$ cat config.mk
export PLATFORM = sky130hd
export DESIGN_NAME = hid_keyboard_report_to_key_events_flat
export DESIGN_NICKNAME = d
export VERILOG_FILES = /design/src/hkr_pkg.sv /design/src/hkr_if.sv /design/src/hkr_front.sv /design/src/hkr_queue.sv /design/src/hkr_back.sv /design/src/hid_keyboard_report_to_key_events.sv /design/src/flat_wrapper.sv
export VERILOG_INCLUDE_DIRS = /design/src /design/src/src
export SDC_FILE = /design/constraint.sdc
export NUM_CORES = 1
export LEC_CHECK = 0
export BUFFER_PORTS_ARGS = -buffer_cell sky130_fd_sc_hd__clkbuf_2
export CAP_MARGIN = 20
export CORE_MARGIN = 2
export CORE_UTILIZATION = 44
export CTS_CLUSTER_SIZE = 14
export DETAILED_ROUTE_END_ITERATION = 10
export PLACE_DENSITY = 0.6
export SLEW_MARGIN = 10
export SYNTH_ARGS = -nofsm -noshare
export SYNTH_HDL_FRONTEND = slang
export SYNTH_SLANG_ARGS = --single-unit
$ cat constraint.sdc
create_clock -name i_clk -period 12.2 [get_ports i_clk]
set_input_delay 2.44 -clock i_clk [delete_from_list [all_inputs] [get_ports i_clk]]
set_output_delay 2.44 -clock i_clk [all_outputs]
set_load 0.1 [all_outputs]
$ cat src/hid_keyboard_report_to_key_events_macros.svh
// ----------------------------------------------------------------------------
// HID keyboard report decoder assertion macros
// Concurrent assertion wrappers used by the decoder top level. They expand to
// nothing when SYNTH is defined.
// ----------------------------------------------------------------------------
`ifndef HID_KEYBOARD_REPORT_TO_KEY_EVENTS_MACROS_SVH
`define HID_KEYBOARD_REPORT_TO_KEY_EVENTS_MACROS_SVH
`ifndef SYNTH
// Consequent must hold in the same cycle as the antecedent.
`define HKR_ASSERT_SAME(label, clk, rst_n, ante, cons, msg) \
    label: assert property (@(posedge clk) disable iff (!(rst_n)) (ante) |-> (cons)) \
        else $error(msg);
// Consequent must hold in the cycle after the antecedent.
`define HKR_ASSERT_NEXT(label, clk, rst_n, ante, cons, msg) \
    label: assert property (@(posedge clk) disable iff (!(rst_n)) (ante) |=> (cons)) \
        else $error(msg);
`else
`define HKR_ASSERT_SAME(label, clk, rst_n, ante, cons, msg)
`define HKR_ASSERT_NEXT(label, clk, rst_n, ante, cons, msg)
`endif
`endif

$ cat src/hkr_pkg.sv
// ----------------------------------------------------------------------------
// HID keyboard report decoder package
// Constants, types and the usage table lookup shared by the decoder modules.
// ----------------------------------------------------------------------------
package hkr_pkg;

    localparam int HKR_KEY_SLOTS   = 6;
    localparam int HKR_MOD_BITS    = 8;
    localparam int HKR_EVENTS      = HKR_MOD_BITS + 2 * HKR_KEY_SLOTS;
    localparam int HKR_QUEUE_DEPTH = 2;

    localparam logic [7:0] HKR_MOD_BASE = 8'hE0;

    typedef logic [7:0]                              t_usage;
    typedef logic [HKR_KEY_SLOTS-1:0][7:0]           t_key_arr;
    typedef logic [HKR_EVENTS-1:0]                   t_event_mask;

    // One classified report: which events fire and the data they need.
    // Bits 0..7 of the mask are modifier changes, the next six are releases
    // of the previous slots and the last six are presses of the new slots.
    typedef struct packed {
        t_event_mask mask;
        logic [7:0]  mods;
        t_key_arr    prev_keys;
        t_key_arr    keys;
    } t_job;

    typedef struct packed {
        logic full;
        logic empty;
    } t_queue_status;

    typedef struct packed {
        logic busy;
    } t_back_status;

    // True for usages that have an entry in the key table.
    function automatic logic usage_known(input t_usage u);
        logic known;
        known = ((u >= 8'h04) && (u <= 8'h81)) ||
                ((u >= 8'h85) && (u <= 8'h8C)) ||
                ((u >= 8'h90) && (u <= 8'h94)) ||
                ((u >= 8'hE0) && (u <= 8'hFB));
        return known;
    endfunction

endpackage

$ cat src/hkr_if.sv
// ----------------------------------------------------------------------------
// HID keyboard report decoder channels
// Valid/ready interfaces for incoming reports and outgoing key events.
// ----------------------------------------------------------------------------
interface hkr_report_if;
    logic       valid;
    logic       ready;
    logic [7:0] modifier_bits;
    logic [7:0] slot_key_0;
    logic [7:0] slot_key_1;
    logic [7:0] slot_key_2;
    logic [7:0] slot_key_3;
    logic [7:0] slot_key_4;
    logic [7:0] slot_key_5;

    modport source (
        output valid, modifier_bits, slot_key_0, slot_key_1, slot_key_2,
               slot_key_3, slot_key_4, slot_key_5,
        input  ready
    );
    modport sink (
        input  valid, modifier_bits, slot_key_0, slot_key_1, slot_key_2,
               slot_key_3, slot_key_4, slot_key_5,
        output ready
    );
endinterface

interface hkr_event_if;
    logic       valid;
    logic       ready;
    logic [7:0] usage_code;
    logic       is_pressed;
    logic       last_event;

    modport source (
        output valid, usage_code, is_pressed, last_event,
        input  ready
    );
    modport sink (
        input  valid, usage_code, is_pressed, last_event,
        output ready
    );
endinterface

$ cat src/hkr_front.sv
// ----------------------------------------------------------------------------
// HID keyboard report classifier
// Accepts reports, compares them with the stored previous report and pushes
// a mask of the events to emit, with the report data, into the job queue.
// ----------------------------------------------------------------------------
module hkr_front (
    input  logic                  i_clk,
    input  logic                  i_rst_n,
    hkr_report_if.sink            i_report,
    input  hkr_pkg::t_queue_status i_q_status,
    output logic                  o_push,
    output hkr_pkg::t_job         o_job
);
    import hkr_pkg::*;

    logic [7:0]  r_prev_mods;
    t_key_arr    r_prev_keys;
    t_key_arr    keys;
    logic        accept;
    t_event_mask mask;
    logic        alive_prev;
    logic        alive_new;
    logic        found;

    assign keys = {i_report.slot_key_5, i_report.slot_key_4, i_report.slot_key_3,
                   i_report.slot_key_2, i_report.slot_key_1, i_report.slot_key_0};

    assign i_report.ready = !i_q_status.full;
    assign accept         = i_report.valid && i_report.ready;

    // Event mask: modifier changes, then releases, then presses.
    always_comb begin
        mask[HKR_MOD_BITS-1:0] = i_report.modifier_bits ^ r_prev_mods;
        alive_prev = 1'b1;
        alive_new  = 1'b1;
        for (int i = 0; i < HKR_KEY_SLOTS; i++) begin
            // A scan stops at the first empty slot.
            alive_prev = alive_prev && (r_prev_keys[i] != 8'h00);
            found = 1'b0;
            for (int j = 0; j < HKR_KEY_SLOTS; j++) begin
                found = found || (keys[j] == r_prev_keys[i]);
            end
            mask[HKR_MOD_BITS + i] = alive_prev && !found && usage_known(r_prev_keys[i]);

            alive_new = alive_new && (keys[i] != 8'h00);
            found = 1'b0;
            for (int j = 0; j < HKR_KEY_SLOTS; j++) begin
                found = found || (r_prev_keys[j] == keys[i]);
            end
            mask[HKR_MOD_BITS + HKR_KEY_SLOTS + i] = alive_new && !found &&
                                                     usage_known(keys[i]);
        end
    end

    // Reports that change nothing are dropped here.
    assign o_push         = accept && (mask != '0);
    assign o_job.mask      = mask;
    assign o_job.mods      = i_report.modifier_bits;
    assign o_job.prev_keys = r_prev_keys;
    assign o_job.keys      = keys;

    // Stored previous report.
    always_ff @(posedge i_clk) begin
        if (!i_rst_n) begin
            r_prev_mods <= '0;
            r_prev_keys <= '0;
        end else if (accept) begin
            r_prev_mods <= i_report.modifier_bits;
            r_prev_keys <= keys;
        end
    end

endmodule

$ cat src/hkr_queue.sv
// ----------------------------------------------------------------------------
// HID keyboard report job queue
// Small first-word-fall-through queue between the classifier and the
// event sequencer.
// ----------------------------------------------------------------------------
module hkr_queue #(
    parameter int DEPTH = hkr_pkg::HKR_QUEUE_DEPTH
) (
    input  logic                   i_clk,
    input  logic                   i_rst_n,
    input  logic                   i_push,
    input  hkr_pkg::t_job          i_job,
    input  logic                   i_pop,
    output hkr_pkg::t_job          o_job,
    output hkr_pkg::t_queue_status o_status
);
    import hkr_pkg::*;

    localparam int PW = (DEPTH > 1) ? $clog2(DEPTH) : 1;
    localparam int CW = $clog2(DEPTH + 1);

    t_job          r_entry [DEPTH];
    logic [PW-1:0] r_wptr;
    logic [PW-1:0] r_rptr;
    logic [CW-1:0] r_count;
    logic          do_push;
    logic          do_pop;

    assign o_status.full  = (r_count == CW'(DEPTH));
    assign o_status.empty = (r_count == '0);
    assign do_push        = i_push && !o_status.full;
    assign do_pop         = i_pop && !o_status.empty;
    assign o_job          = r_entry[r_rptr];

    // Pointers and fill count.
    always_ff @(posedge i_clk) begin
        if (!i_rst_n) begin
            r_wptr  <= '0;
            r_rptr  <= '0;
            r_count <= '0;
        end else begin
            if (do_push) begin
                r_wptr <= (r_wptr == PW'(DEPTH - 1)) ? '0 : r_wptr + 1'b1;
            end
            if (do_pop) begin
                r_rptr <= (r_rptr == PW'(DEPTH - 1)) ? '0 : r_rptr + 1'b1;
            end
            if (do_push && !do_pop) begin
                r_count <= r_count + 1'b1;
            end else if (do_pop && !do_push) begin
                r_count <= r_count - 1'b1;
            end
        end
    end

    // Entry storage.
    always_ff @(posedge i_clk) begin
        if (do_push) begin
            r_entry[r_wptr] <= i_job;
        end
    end

endmodule

$ cat src/hkr_back.sv
// ----------------------------------------------------------------------------
// HID keyboard key event sequencer
// Takes classified reports from the queue and emits their events one per cycle
// when the sink is ready, lowest mask bit first, via a registered output stage.
// ----------------------------------------------------------------------------
module hkr_back (
    input  logic                  i_clk,
    input  logic                  i_rst_n,
    input  hkr_pkg::t_job         i_job,
    input  hkr_pkg::t_queue_status i_q_status,
    output logic                  o_pop,
    output hkr_pkg::t_back_status o_status,
    hkr_event_if.source           o_event
);
    import hkr_pkg::*;

    t_event_mask r_rem;
    t_job        r_job;
    logic        r_out_valid;
    t_usage      r_usage;
    logic        r_pressed;
    logic        r_last;
    t_event_mask n_rem;
    logic        emit;
    logic        last;
    t_usage      sel_usage;
    logic        sel_pressed;

    assign emit = (r_rem != '0) && (!r_out_valid || o_event.ready);
    assign n_rem = r_rem & (r_rem - 1'b1);
    assign last  = (n_rem == '0);
    assign o_pop = !i_q_status.empty && ((r_rem == '0) || (emit && last));

    assign o_status.busy = (r_rem != '0);

    // Pick the lowest pending event and its usage.
    always_comb begin
        sel_usage   = '0;
        sel_pressed = 1'b0;
        for (int i = HKR_EVENTS - 1; i >= 0; i--) begin
            if (r_rem[i]) begin
                if (i < HKR_MOD_BITS) begin
                    sel_usage   = HKR_MOD_BASE + 8'(i);
                    sel_pressed = r_job.mods[i];
                end else if (i < HKR_MOD_BITS + HKR_KEY_SLOTS) begin
                    sel_usage   = r_job.prev_keys[i - HKR_MOD_BITS];
                    sel_pressed = 1'b0;
                end else begin
                    sel_usage   = r_job.keys[i - HKR_MOD_BITS - HKR_KEY_SLOTS];
                    sel_pressed = 1'b1;
                end
            end
        end
    end

    // Pending event mask of the current report.
    always_ff @(posedge i_clk) begin
        if (!i_rst_n) begin
            r_rem <= '0;
        end else if (o_pop) begin
            r_rem <= i_job.mask;
        end else if (emit) begin
            r_rem <= n_rem;
        end
    end

    always_ff @(posedge i_clk) begin
        if (o_pop) begin
            r_job <= i_job;
        end
    end

    // Output register.
    always_ff @(posedge i_clk) begin
        if (!i_rst_n) begin
            r_out_valid <= 1'b0;
        end else if (emit) begin
            r_out_valid <= 1'b1;
        end else if (o_event.ready) begin
            r_out_valid <= 1'b0;
        end
    end

    always_ff @(posedge i_clk) begin
        if (emit) begin
            r_usage   <= sel_usage;
            r_pressed <= sel_pressed;
            r_last    <= last;
        end
    end

    assign o_event.valid      = r_out_valid;
    assign o_event.usage_code = r_usage;
    assign o_event.is_pressed = r_pressed;
    assign o_event.last_event = r_last;

endmodule

$ cat src/hid_keyboard_report_to_key_events.sv
// ----------------------------------------------------------------------------
// HID boot keyboard report to key events
// Turns boot-protocol keyboard reports into a stream of key press and
// release events.
// ----------------------------------------------------------------------------
// A report is accepted whenever the job queue has room. Each report yields
// first the changed modifier bits (usage 0xE0 plus bit), then releases of
// keys that left, then presses of new keys, with last_event marking the
// final one; a report that changes nothing yields no event. The event
// sequencer emits one event per cycle while the output is ready, so a
// report keeps it busy until all its events (1 to 20) are out, and its
// first event passes through the queue, the pending mask and the output
// register. QUEUE_DEPTH reports can wait in the queue while the sequencer
// works, so reports keep being taken at one per cycle until it fills.
`include "hid_keyboard_report_to_key_events_macros.svh"

module hid_keyboard_report_to_key_events #(
    parameter int QUEUE_DEPTH = hkr_pkg::HKR_QUEUE_DEPTH
) (
    input  logic        i_clk,
    input  logic        i_rst_n,
    hkr_report_if.sink  i_report,
    hkr_event_if.source o_event
);
    import hkr_pkg::*;

    logic          q_push;
    logic          q_pop;
    t_job          push_job;
    t_job          head_job;
    t_queue_status q_status;
    t_back_status  back_status;

    hkr_front u_front (
        .i_clk      (i_clk),
        .i_rst_n    (i_rst_n),
        .i_report   (i_report),
        .i_q_status (q_status),
        .o_push     (q_push),
        .o_job      (push_job)
    );

    hkr_queue #(
        .DEPTH (QUEUE_DEPTH)
    ) u_queue (
        .i_clk    (i_clk),
        .i_rst_n  (i_rst_n),
        .i_push   (q_push),
        .i_job    (push_job),
        .i_pop    (q_pop),
        .o_job    (head_job),
        .o_status (q_status)
    );

    hkr_back u_back (
        .i_clk      (i_clk),
        .i_rst_n    (i_rst_n),
        .i_job      (head_job),
        .i_q_status (q_status),
        .o_pop      (q_pop),
        .o_status   (back_status),
        .o_event    (o_event)
    );

    // The classifier never pushes into a full queue.
    `HKR_ASSERT_SAME(a_push_not_full, i_clk, i_rst_n, q_push, !q_status.full, "push into full queue")

    // A pushed job is visible to the sequencer in the next cycle.
    `HKR_ASSERT_NEXT(a_push_visible, i_clk, i_rst_n, q_push, !q_status.empty, "pushed job lost")

    // After a transaction that is not the last of its report, events remain.
    `HKR_ASSERT_SAME(a_report_continues, i_clk, i_rst_n, o_event.valid && o_event.ready && !o_event.last_event, back_status.busy, "report ended without last event")

endmodule
$ cat src/flat_wrapper.sv
// flat-port wrapper written by rule: the top's interface ports become plain ports
module hid_keyboard_report_to_key_events_flat import hkr_pkg::*;
#(
    parameter int QUEUE_DEPTH = hkr_pkg::HKR_QUEUE_DEPTH
)
  (i_clk, i_rst_n, i_report_valid, i_report_modifier_bits, i_report_slot_key_0, i_report_slot_key_1, i_report_slot_key_2, i_report_slot_key_3, i_report_slot_key_4, i_report_slot_key_5, i_report_ready, o_event_valid, o_event_usage_code, o_event_is_pressed, o_event_last_event, o_event_ready);
  hkr_report_if i_report_i ();
  hkr_event_if o_event_i ();
  input  logic i_clk;
  input  logic i_rst_n;
  input wire logic [$bits(i_report_i.valid)-1:0] i_report_valid;
  input wire logic [$bits(i_report_i.modifier_bits)-1:0] i_report_modifier_bits;
  input wire logic [$bits(i_report_i.slot_key_0)-1:0] i_report_slot_key_0;
  input wire logic [$bits(i_report_i.slot_key_1)-1:0] i_report_slot_key_1;
  input wire logic [$bits(i_report_i.slot_key_2)-1:0] i_report_slot_key_2;
  input wire logic [$bits(i_report_i.slot_key_3)-1:0] i_report_slot_key_3;
  input wire logic [$bits(i_report_i.slot_key_4)-1:0] i_report_slot_key_4;
  input wire logic [$bits(i_report_i.slot_key_5)-1:0] i_report_slot_key_5;
  output wire logic [$bits(i_report_i.ready)-1:0] i_report_ready;
  output wire logic [$bits(o_event_i.valid)-1:0] o_event_valid;
  output wire logic [$bits(o_event_i.usage_code)-1:0] o_event_usage_code;
  output wire logic [$bits(o_event_i.is_pressed)-1:0] o_event_is_pressed;
  output wire logic [$bits(o_event_i.last_event)-1:0] o_event_last_event;
  input wire logic [$bits(o_event_i.ready)-1:0] o_event_ready;
  assign i_report_i.valid = i_report_valid;
  assign i_report_i.modifier_bits = i_report_modifier_bits;
  assign i_report_i.slot_key_0 = i_report_slot_key_0;
  assign i_report_i.slot_key_1 = i_report_slot_key_1;
  assign i_report_i.slot_key_2 = i_report_slot_key_2;
  assign i_report_i.slot_key_3 = i_report_slot_key_3;
  assign i_report_i.slot_key_4 = i_report_slot_key_4;
  assign i_report_i.slot_key_5 = i_report_slot_key_5;
  assign i_report_ready = i_report_i.ready;
  assign o_event_valid = o_event_i.valid;
  assign o_event_usage_code = o_event_i.usage_code;
  assign o_event_is_pressed = o_event_i.is_pressed;
  assign o_event_last_event = o_event_i.last_event;
  assign o_event_i.ready = o_event_ready;
  hid_keyboard_report_to_key_events #(.QUEUE_DEPTH(QUEUE_DEPTH)) u_core (.i_clk(i_clk), .i_rst_n(i_rst_n), .i_report(i_report_i), .o_event(o_event_i));
endmodule
Word level (Yosys, flattened, before mapping) --
Memories as Yosys holds them, arrays and structs flattened. A register that Yosys moved wholly into a read port is not among the register bits. Cells that the tools add are included.
Word-level totals: bits in registers 195, memory bits (writable) 248, input port bits 60, output and inout bits 12, memories kept 1
Memories:
- u_core.u_queue.r_entry | words 2, bits a word 124, rd ports 1, clocked after Yosys merged registers in 1, wr ports 1, RTL line hkr_queue.sv:22 | t_job r_entry [DEPTH];
Operators by class: $add $sub $neg 5, $lt $le $gt $ge 96, equality and inequality tests 73, mux-type cells 51, bitwise gates (word level) 2, reductions and logical operators 229
Operator list (count):
- equality test 8 bit | 72
- less-or-equal comparator 8 bit (second input constant) | 48
- >= comparator 8 bit (second input constant) | 36
- logical OR 1 bit | 98
- >= comparator 8 x 3 -> 1 bit (second input constant) | 12
- 2-to-1 mux 8 bit | 12
- nonzero test 8 bit | 12
- logical AND 1 bit | 91
- zero test 20 bit | 2
- 2-to-1 mux 20 bit | 2
- nonzero test 20 bit | 2
- 2-to-1 mux 1 bit | 29
- AND 20 bit | 1
- subtractor 20 x 1 -> 20 bit (second input constant) | 1
- zero test 1 bit | 17
- 2-to-1 mux 3 bit | 4
- 2-to-1 mux 2 bit | 4
- OR reduction 8 bit | 1
- bitwise XOR 8 bit | 1
- nonzero test 2 bit | 3
- OR reduction 4 bit | 1
- adder 1 bit (second input constant) | 2
- adder 2 x 1 -> 2 bit (second input constant) | 1
- equality test 2 bit (second input constant) | 1
- 3 further kinds | 3

Depth between registers and ports, before layout --
depth in word-level cells 20, depth in mapped cells 15, depth with buffers taken out 13

Cells and area by module --
A second synthesis with hierarchy kept.
Unflattened totals: cells, all modules 1891, area, all modules 22761.8 um^2
Modules (own cells, without submodules):
- hkr_queue | times used 1, cells each 411, area an instance 9422.8 um^2, seq. area each 7547.2 um^2
- hkr_front | times used 1, cells each 1029, area an instance 7523.5 um^2, seq. area each 1121.1 um^2
- hkr_back | times used 1, cells each 451, area an instance 5815.6 um^2, seq. area each 3843.7 um^2

Worst setup path before layout --
OpenSTA, ideal clock, no wires.
path kind input port to flip-flop, start point in i_report_slot_key_0[3], end point mem u_core.u_queue.r_entry[0][0] (netlist bit), enable pin, setup time 0.609 ns, arrival time 9.652 ns, path slack 1.939 ns, stages 11, cells stage by stage clkbuf_1 clkbuf_1 xor2_1 nor4_1 nand2_1 nand2_1 or3b_2 nor4_1 nor4_1 a31o_2 nor2_1
RTL lines:
- start: declaration | RTL line flat_wrapper.sv:13 | input wire logic [$bits(i_report_i.slot_key_0)-1:0] i_report_slot_key_0;
- end: declaration | RTL line hkr_queue.sv:22

==> results.cfg <==
[worst_setup_path]
crit_type = in2reg
crit_slowest_cell = buf_4
path_cells = clkbuf_2, nor4_1, and3_1, a211oi_1, nand3_1, nor4_1, nor4_1, and4b_1, a31o_2, nor2_4, buf_4, buf_4
cp_common_cell = nor4_1
arrival_ps = 6850
path_buf_inv = 3
critPathLaunchType = primary input
end_kind = register
crit_fanout = 61
cpPeakStageDelay_ps = 770
reg2reg_slack_ps = 6570
cp_top_family = buffers and inverters
required_ps = 12410

[power_and_ir_drop]
pwr_density_cell_nw_per_um2 = 253
ir_worst_vdd_mv = 0.179
total_power_uw = 6100
power.leakage_uw = 0.00865

[layout]
fillers = 4274
final_cell_mix = 362 x edfxtp_1, 220 x xor2_1, 190 x nand2_1, 108 x mux2_2, 106 x a21oi_1
multiInputGateArea_um2 = 8390
finalNetCount = 1898
final_common_cell = edfxtp_1
area_growth_pct = 12.0
fin_util = 0.497
stdcell_count = 2500
drive_gt1_frac = 0.169
regArea_um2 = 12500

[synthesis]
seq_area_frac_synth = 0.580
yosys_warnings = 0
ys.flop_type = edfxtp_1
synth_seq_cells = 444
synth-edff-count = 362
synth_cells = 1831
mappedNetlistNets = 1892
syn_avg_cell_area_um2 = 11.8
ys_types = 76
async_flop_share = 0
synth_area_um2 = 21600

[placed_design]
portBuffers = 71
dpl.cell_count = 2407
place_congestion = 0.940
hpwl_um = 43700

[floorplan]
dieArea_um2 = 50800
placement_rows = 81
core_area_um2 = 48600
pin_count = 72
die_h_um = 225
die_w_um = 225
start_util = 0.444

[timing]
rsz0062_at_grt = no
fin_skew_ps = 22.3
worst_slew_pin_slew_ps = 1190
finalSetupTns_ps = 0
min_period_ps = 6640
setup_viol = 0
maxSlewViolCount = 0
fmax_mhz = 151
slew_headroom = 0.209
worst_hold_slack_ps = 462
finalCritPeriodShare = 0.544
hold_viol = 0

[grt]
grt_pass1_wl_um = 98100
antenna_found_initial = 1
grt_max_degree = 76
gr-total-overflow = 0
grt_pass1_vias = 14500
grtUsageTotal = 0.268

[drt]
drtIter0Drc = 1731
via_per_inst = 6.04
dr.pass1.iters = 6
antenna_left = 0
via_count = 15100
wirelength_um = 67600
wire_per_inst_um = 27.0
drc = 0

[flow_run]
drv_cap = 0

[clocking]
cts_resized = 0
root_buffer = clkbuf_16
cts_tree = done
insertion_delay_ps = 600
cts_setup_buffers = 0
clkTransAtPathRegs_ps = 50
cts_hold_buf = 0
clock_sinks = 444
cts_buffers = 48
htree_levels = 2
clock_path_buffers = 3

[outcome]
outcome = complete, no violations

[hold_path]
hp-class = reg2reg
-- synthesized netlist by cell type, types with 14 or more instances --
master,instances,area (um^2)
clkbuf_1,105,394
nand4_1,29,181
nand2_1,191,717
or3_1,16,100
nor2_1,83,312
edfxtp_1,362,10900
buf_1,50,188
o21ai_0,42,210
inv_1,14,52.6
nor2b_1,14,87.6
dfxtp_1,82,1640
a221oi_1,15,131
a21oi_1,106,531
mux2_2,108,1220
nor3_1,35,175
nand3_1,17,85.1
xor2_1,220,1930
nor4_1,78,488
mux2i_1,39,390
xnor2_1,83,727
-- kinds of logic (layout without fill, tap and decap cells) --
group,count (synthesis),in the layout,share of synthesized area
and+or+nand+nor,508,508,0.115
buffers and inverters,177,223,0.0321
muxes,147,147,0.0744
DFF,444,444,0.580
xor gates and xnor gates,303,303,0.123
adders and majority gates,3,3,0.00151
AOI/OAI and AO/OA,249,249,0.0739
other,0,1,0
-- worst reg2reg max path, cell delays in order, from the launching register on --
cell and delay, ps:
dfxtp_1 310, buf_4 340, or4_1 300, nor4b_1 130, a211oi_1 450, o41ai_1 230, a41o_1 310, nor4_1 770
nor3_1 140, a31o_2 380, nor2_4 270, buf_4 750, buf_4 820
-- per-layer routing --
| layer | up-vias | track usage | share of wire |
|---|---|---|---|
| met5 | - | 0 | 0 |
| met4 | 0 | 0.126 | 0.048 |
| met3 | 190 | 0.0541 | 0.091 |
| met2 | 761 | 0.422 | 0.46 |
| met1 | 7477 | 0.357 | 0.41 |
| li1 | 6675 | - | - |
-- state kept, by name (all words and copies together), names as in the netlist, named ones only --
name / cells
u_core.u_queue.r_rptr: 1
u_core.u_back.o_event.is_pressed: 1
u_core.u_back.o_event.valid: 1
u_core.u_back.r_job: 104
u_core.u_back.r_rem: 20
u_core.u_queue.r_wptr: 1
u_core.u_front.o_job: 48
u_core.u_front.r_prev_mods: 8
u_core.u_back.o_event.last_event: 1
u_core.u_queue.r_count: 2
u_core.u_queue.r_entry: 248
u_core.u_back.o_event.usage_code: 8
-- worst paths after layout --
kind                                          startpoint  cells after the start                             to
worst max-delay path              i_report_slot_key_2[7]                     12  u_core.u_queue.r_entry[0][38]
worst min-delay path            u_core.u_front.o_job[72]                      2       u_core.u_front.o_job[72]
worst max register to register  u_core.u_front.o_job[54]                     12  u_core.u_queue.r_entry[0][38]
worst min register to register  u_core.u_front.o_job[72]                      2       u_core.u_front.o_job[72]
-- where the power goes --
group	internal [uW]	total [uW]	switching, uW	leakage (uW)
Combinational	635	2050	1410	0.00373
Sequential	2240	2530	289	0.00409
Clock	917	1520	608	0.000826
Total	3800	6100	2310	0.00865
-- through the flow --
step                      instance area, um^2  worst slack, ps
after floorplan                         21600             1940
after global placement                  22400             5080
after detailed placement                22400             4940
after CTS                               24100             5550
after global routing                    24200             5270
final                                   24200             5560
-- layout make-up --
| class | instances | area share |
|---|---|---|
| flip-flops and latches | 444 | 0.518 |
| diodes | 1 | 0.000104 |
| well taps | 622 | 0.0322 |
| inverters | 17 | 0.00274 |
| repair buffers | 116 | 0.0300 |
| clock inverters | 25 | 0.0132 |
| multi-input cells | 1210 | 0.347 |
| clock buffers | 65 | 0.0565 |
(Power assumes the default switching activity.)
